`config.mk`:
```
export PLATFORM = sky130hd
export DESIGN_NAME = int_to_decimal_ascii_flat
export DESIGN_NICKNAME = d
export VERILOG_FILES = /design/src/hw/rtl/itda_pkg.sv /design/src/hw/rtl/itda_if.sv /design/src/hw/rtl/itda_dabble_step.sv /design/src/hw/rtl/int_to_decimal_ascii.sv /design/src/flat_wrapper.sv
export SDC_FILE = /design/constraint.sdc
export NUM_CORES = 1
export LEC_CHECK = 0
export BUFFER_PORTS_ARGS = -buffer_cell sky130_fd_sc_hd__buf_4
export CAP_MARGIN = 30
export CORE_MARGIN = 4
export CORE_UTILIZATION = 31
export DETAILED_ROUTE_END_ITERATION = 8
export SYNTH_ARGS = -nofsm -noshare
export SYNTH_HDL_FRONTEND = slang
export SYNTH_HIERARCHICAL = 1
export SYNTH_SLANG_ARGS = --single-unit
export TNS_END_PERCENT = 10
```
`constraint.sdc`:
```
create_clock -name clk -period 10.37 [get_ports clk]
set_input_delay 0.5185 -clock clk [delete_from_list [all_inputs] [get_ports clk]]
set_output_delay 0.5185 -clock clk [all_outputs]
set_load 0.02 [all_outputs]
```
`src/hw/rtl/itda_pkg.sv`:
```
// Shared constants and types for the integer to decimal text converter.
`timescale 1ns / 1ps

package itda_pkg;

    localparam int VALUE_BITS = 32;
    localparam int DIGITS     = (VALUE_BITS * 301) / 1000 + 1;
    localparam int BCD_W      = DIGITS * 4;
    localparam int BIT_CNT_W  = $clog2(VALUE_BITS);
    localparam int DIG_CNT_W  = $clog2(DIGITS + 1);

    localparam logic [7:0] ASCII_ZERO  = 8'd48;
    localparam logic [7:0] ASCII_MINUS = 8'd45;

    typedef logic [BCD_W-1:0] bcd_t;
    typedef logic [VALUE_BITS-1:0] mag_t;

endpackage

```
`src/hw/rtl/itda_if.sv`:
```
// Valid/ready channels for the integer input word and the character output word.
`timescale 1ns / 1ps

interface itda_in_if;
    import itda_pkg::*;

    logic               valid;
    logic               ready;
    logic signed [VALUE_BITS-1:0] value;

    modport source (output valid, output value, input ready);
    modport sink (input valid, input value, output ready);
endinterface

interface itda_out_if;
    logic       valid;
    logic       ready;
    logic [7:0] char_code;
    logic       last;

    modport source (output valid, output char_code, output last, input ready);
    modport sink (input valid, input char_code, input last, output ready);
endinterface

```
`src/hw/rtl/itda_dabble_step.sv`:
```
// One shift-and-add-3 step of the binary to BCD conversion.
`timescale 1ns / 1ps

module itda_dabble_step
    import itda_pkg::*;
(
    input  bcd_t bcd_in,
    input  logic bit_in,
    output bcd_t bcd_out
);

    bcd_t adjusted;

    always_comb
    begin
        for (int i = 0; i < DIGITS; i++)
        begin
            if (bcd_in[i*4 +: 4] >= 4'd5)
            begin
                adjusted[i*4 +: 4] = bcd_in[i*4 +: 4] + 4'd3;
            end
            else
            begin
                adjusted[i*4 +: 4] = bcd_in[i*4 +: 4];
            end
        end
    end

    assign bcd_out = {adjusted[BCD_W-2:0], bit_in};

endmodule

```
`src/hw/rtl/int_to_decimal_ascii.sv`:
```
// Top level of the signed integer to decimal ASCII text converter.
`timescale 1ns / 1ps

// Each accepted word holds a signed integer, and the block sends its decimal text one
// character per output word, most significant first, with a leading '-' for negative
// values, no leading zeros, and last set on the final digit. One shift-and-add-3 unit
// converts the magnitude one bit per cycle. An item passes through taking the word, the
// conversion, a skip step for each leading zero that is dropped and a final skip step,
// and the sending of each character. The dropped zeros and the digits always add up to
// ten, and while a character cannot be sent the block waits.
// Input ready is high only while no item is in work; the output register lets the final
// character wait while the next word is taken.

module int_to_decimal_ascii
    import itda_pkg::*;
(
    input  logic        clk,
    input  logic        rst_n,
    itda_in_if.sink     num,
    itda_out_if.source  chars
);

    localparam logic [1:0] ST_IDLE = 2'd0;
    localparam logic [1:0] ST_CONV = 2'd1;
    localparam logic [1:0] ST_SKIP = 2'd2;
    localparam logic [1:0] ST_EMIT = 2'd3;

    logic [1:0]           state_reg, state_next;
    logic                 ov_reg, ov_next;
    logic [7:0]           char_reg, char_next;
    logic                 last_reg, last_next;
    logic                 neg_reg, neg_next;
    mag_t                 shift_reg, shift_next;
    bcd_t                 bcd_reg, bcd_next;
    bcd_t                 bcd_step;
    logic [BIT_CNT_W-1:0] bitcnt_reg, bitcnt_next;
    logic [DIG_CNT_W-1:0] dcnt_reg, dcnt_next;
    logic [3:0]           top_digit;
    logic                 out_free;
    mag_t                 raw;

    itda_dabble_step u_step (
        .bcd_in  (bcd_reg),
        .bit_in  (shift_reg[VALUE_BITS-1]),
        .bcd_out (bcd_step)
    );

    assign top_digit   = bcd_reg[BCD_W-1 -: 4];
    assign out_free    = !ov_reg || chars.ready;
    assign raw         = num.value;
    assign num.ready   = (state_reg == ST_IDLE);
    assign chars.valid = ov_reg;
    assign chars.char_code = char_reg;
    assign chars.last  = last_reg;

    always_comb
    begin
        state_next  = state_reg;
        ov_next     = ov_reg && !chars.ready;
        char_next   = char_reg;
        last_next   = last_reg;
        neg_next    = neg_reg;
        shift_next  = shift_reg;
        bcd_next    = bcd_reg;
        bitcnt_next = bitcnt_reg;
        dcnt_next   = dcnt_reg;

        unique case (state_reg)
            ST_IDLE:
            begin
                if (num.valid)
                begin
                    neg_next    = raw[VALUE_BITS-1];
                    shift_next  = raw[VALUE_BITS-1] ? (~raw + 1'b1) : raw;
                    bcd_next    = '0;
                    bitcnt_next = '0;
                    state_next  = ST_CONV;
                end
            end
            ST_CONV:
            begin
                bcd_next    = bcd_step;
                shift_next  = {shift_reg[VALUE_BITS-2:0], 1'b0};
                bitcnt_next = bitcnt_reg + 1'b1;
                if (bitcnt_reg == BIT_CNT_W'(VALUE_BITS - 1))
                begin
                    dcnt_next  = DIG_CNT_W'(DIGITS);
                    state_next = ST_SKIP;
                end
            end
            ST_SKIP:
            begin
                if (top_digit == 4'd0 && dcnt_reg != DIG_CNT_W'(1))
                begin
                    bcd_next  = {bcd_reg[BCD_W-5:0], 4'd0};
                    dcnt_next = dcnt_reg - 1'b1;
                end
                else
                begin
                    state_next = ST_EMIT;
                end
            end
            ST_EMIT:
            begin
                if (out_free)
                begin
                    ov_next = 1'b1;
                    if (neg_reg)
                    begin
                        char_next = ASCII_MINUS;
                        last_next = 1'b0;
                        neg_next  = 1'b0;
                    end
                    else
                    begin
                        char_next = ASCII_ZERO + {4'd0, top_digit};
                        last_next = (dcnt_reg == DIG_CNT_W'(1));
                        bcd_next  = {bcd_reg[BCD_W-5:0], 4'd0};
                        dcnt_next = dcnt_reg - 1'b1;
                        if (dcnt_reg == DIG_CNT_W'(1))
                        begin
                            state_next = ST_IDLE;
                        end
                    end
                end
            end
            default:
            begin
                state_next = ST_IDLE;
            end
        endcase
    end

    always_ff @(posedge clk or negedge rst_n)
    begin
        if (!rst_n)
        begin
            state_reg <= ST_IDLE;
            ov_reg    <= 1'b0;
        end
        else
        begin
            state_reg <= state_next;
            ov_reg    <= ov_next;
        end
    end

    always_ff @(posedge clk)
    begin
        char_reg   <= char_next;
        last_reg   <= last_next;
        neg_reg    <= neg_next;
        shift_reg  <= shift_next;
        bcd_reg    <= bcd_next;
        bitcnt_reg <= bitcnt_next;
        dcnt_reg   <= dcnt_next;
    end

`ifndef SYNTHESIS
    a_char_legal: assert property (@(posedge clk) disable iff (!rst_n)
        chars.valid |-> (chars.char_code == ASCII_MINUS ||
                         (chars.char_code >= ASCII_ZERO &&
                          chars.char_code <= ASCII_ZERO + 8'd9)))
        else $error("Output character is neither a digit nor a minus sign.");

    a_minus_not_last: assert property (@(posedge clk) disable iff (!rst_n)
        (chars.valid && chars.char_code == ASCII_MINUS) |-> !chars.last)
        else $error("Minus sign flagged as the final character.");

    a_dcnt_nonzero: assert property (@(posedge clk) disable iff (!rst_n)
        (state_reg == ST_EMIT || state_reg == ST_SKIP) |-> dcnt_reg != '0)
        else $error("Digit count reached zero while sending text.");

    a_busy_after_accept: assert property (@(posedge clk) disable iff (!rst_n)
        (num.valid && num.ready) |=> (!num.ready && state_reg == ST_CONV))
        else $error("Converter did not start after taking a word.");

    a_hold_unless_taken: assert property (@(posedge clk) disable iff (!rst_n)
        (chars.valid && !chars.ready) |=> (chars.valid && $stable(chars.char_code)))
        else $error("Pending character changed before it was taken.");
`endif

endmodule

```
`src/flat_wrapper.sv`:
```
// flat-port wrapper written by rule: the top's interface ports become plain ports
module int_to_decimal_ascii_flat import itda_pkg::*;
  (clk, rst_n, num_valid, num_value, num_ready, chars_valid, chars_char_code, chars_last, chars_ready);
  itda_in_if num_i ();
  itda_out_if chars_i ();
  input  logic clk;
  input  logic rst_n;
  input wire logic [$bits(num_i.valid)-1:0] num_valid;
  input wire logic [$bits(num_i.value)-1:0] num_value;
  output wire logic [$bits(num_i.ready)-1:0] num_ready;
  output wire logic [$bits(chars_i.valid)-1:0] chars_valid;
  output wire logic [$bits(chars_i.char_code)-1:0] chars_char_code;
  output wire logic [$bits(chars_i.last)-1:0] chars_last;
  input wire logic [$bits(chars_i.ready)-1:0] chars_ready;
  assign num_i.valid = num_valid;
  assign num_i.value = num_value;
  assign num_ready = num_i.ready;
  assign chars_valid = chars_i.valid;
  assign chars_char_code = chars_i.char_code;
  assign chars_last = chars_i.last;
  assign chars_i.ready = chars_ready;
  int_to_decimal_ascii u_core (.clk(clk), .rst_n(rst_n), .num(num_i), .chars(chars_i));
endmodule
```
==> flow_summary.ini <==
[layout]
antennaDiodeCount = 0
largest_reg_flops = 40
fillers = 1824
utilization = 0.3631
fin_nets = 686
synthToLayoutAreaGrowth_pct = 15.27
drive_above_1_share = 0.1504

[synthesis]
synthMostInstantiatedCell = edfxtp_1
synthCells = 591
synth_edf_count = 88
avgSynthCellArea_um2 = 9.969
ys_seq_area_frac = 0.4612
synth_largest_area_cell = edfxtp_1
yosys-top-cells-area = edfxtp_1 45%, ha_1 6.4%, a22o_1 5.5%
synth_cell_types = 57
ys_ff_latch = 91
ys_dominant_reg_cell = edfxtp_1
yosys_warnings = 6
async_flop_share = 0.03297
synth_common_cells = 88 x edfxtp_1, 71 x nand2_1, 40 x nor2_1, 37 x a22o_1, 35 x o21ai_0
synth_top_area_share = 0.4485
syn_area_um2 = 5892

[sta]
drv_slew = 0
max_freq_mhz = 295.7
tightest_slew_ps = 1016
hold_viol_final = 0
fin_crit_sh = 0.3262
max_slew_margin = 0.3166
rsz0062_at_grt = no
setup_viol = 0
fin_tns_setup_ps = 0
setup_ws_ps = 6988
skew_ps = 9.186
fin_crit_ps = 3382

[global_routing]
antenna_found_initial = 0
grt_pass1_wl_um = 21530
grt_pass1_vias = 4436
grt_overflow = 0
track_usage = 0.1222
grt_max_degree = 76

[cts]
cts_tree = done
cts_buffer_depth = 2
cts_buffers = 9
post_cts_buffers = 0
cts_hold_buf = 1
insertion_delay_ps = 350
post_cts_resized = 0
clock-sinks = 91
root_buffer = clkbuf_16
clk_pin_slew_ps = 70
htreeDepth = 3

[die]
io_pins = 47
core_area_um2 = 18710
row_count = 50
die-area_um2 = 21280
start_util = 0.3150
dieWidth_um = 145.9
die_y_um = 145.9

[drt]
wirelength_um = 13060
vias_per_cell = 5.289
drt-wirelength-per-cell_um = 15.20
antenna_left = 0
dr.pass1.iters = 5
drc = 0
drt_iter0_drc = 293
num_vias = 4543

[critical_path]
arrival_ps = 3590
cp.required_ps = 10580
cp_max_fo = 75
cp-end-kind = register
startpoint_type = register
critPathKind = register to register
r2r_start = u_core/state_reg[1]
crit_start = u_core/state_reg[1]

[hold_path]
min-delay-start = chars_ready
hold_path_class = input pin to register

[power_and_ir_drop]
powerDensity_nw_per_um2 = 324.9
leakage_uw = 0.002582
worst_ir_drop_vdd_mv = 0.1702

[placement]
portBuffers = 43
dp_hpwl_um = 8893
gp_congestion = 0.7777
place_ws_ps = 6981

[run]
drv_cap = 0

[outcome]
outcome = completed
-- layout by cell type (no fill, tap or decap), types with 5 or more instances in the layout --
cell type / synthesis / layout
and2_1: 7 / 7
mux2i_1: 12 / 12
inv_1: 31 / 31
xnor2_1: 15 / 15
or2_2: 6 / 6
a22o_1: 37 / 37
o31ai_1: 5 / 5
a21oi_2: 10 / 10
or4_1: 9 / 9
o21ai_1: 9 / 9
o311ai_0: 7 / 7
clkbuf_16: 0 / 9
nand4_1: 7 / 7
ha_1: 30 / 29
nor4_1: 10 / 10
buf_4: 4 / 46
o21ai_0: 35 / 34
edfxtp_1: 88 / 88
nor2_1: 40 / 37
nand2b_1: 28 / 28
xor2_1: 11 / 11
nand3_1: 14 / 14
nand2_1: 71 / 71
nor3_1: 12 / 12
-- layer usage --
layer,GRT usage,vias up,part of all wire
li1,-,2234,-
met1,0.1608,2176,0.48
met2,0.1961,121,0.47
met3,0.02927,12,0.048
met4,0.04463,0,0.011
met5,0,-,0
-- stage by stage --
stage               power (uW)  hold WS [ps]  instances  instance area (um2)
floorplan                 1585         222.9        592                 5896
global placement          1779         319.9        840                 6412
detailed placement        1856         324.0        842                 6460
CTS                       2221         448.5        859                 6792
global route              2383         450.9        859                 6792
finish                    2207         462.8        859                 6792
-- logic make-up after synthesis --
group,after synthesis,share of synthesized area
AO/OA/AOI/OAI,135,0.1682
XOR/XNOR,26,0.03865
adder cells (fa/ha/maj),30,0.06371
buffers and inverters,65,0.04693
flip-flops,91,0.4612
multiplexers,14,0.02421
other,2,0.001275
AND/OR/NAND/NOR,228,0.1958
-- final cells by class --
cell class	count	area [um2]	area share
multi-input cells	436	2933	0.4318
inverters	33	123.9	0.01824
clock buffers	12	246.5	0.03629
well taps	234	292.8	0.04311
repair buffers	49	402.9	0.05932
clock inverters	4	75.07	0.01105
flip-flops and latches	91	2718	0.4001
-- where the power goes --
group	switching, uW	internal (uW)
Sequential	140	720
Combinational	573	416
Clock	139	218
-- final timing paths --
| path | depth (start not counted) | end | slack (ps) |
|---|---|---|---|
| max | 6 | u_core/bcd_reg[4] | 6990 |
| min | 3 | u_core/chars.valid | 460 |
| max reg2reg | 6 | u_core/bcd_reg[4] | 6990 |
| min reg2reg | 1 | u_core/bcd_reg[0] | 520 |
| max in group asynchronous | 2 | u_core/state_reg[1] | 9750 |
| min in group asynchronous | 2 | u_core/chars.valid | 500 |
-- critical path, cell delays in order (launching register included) --
cell	delay, ps
dfrtp_1	410
inv_1	120
ha_2	170
buf_4	530
clkinv_1	750
nor2_4	950
a22o_1	270
No activity file was read; power rests on OpenSTA's default activity.
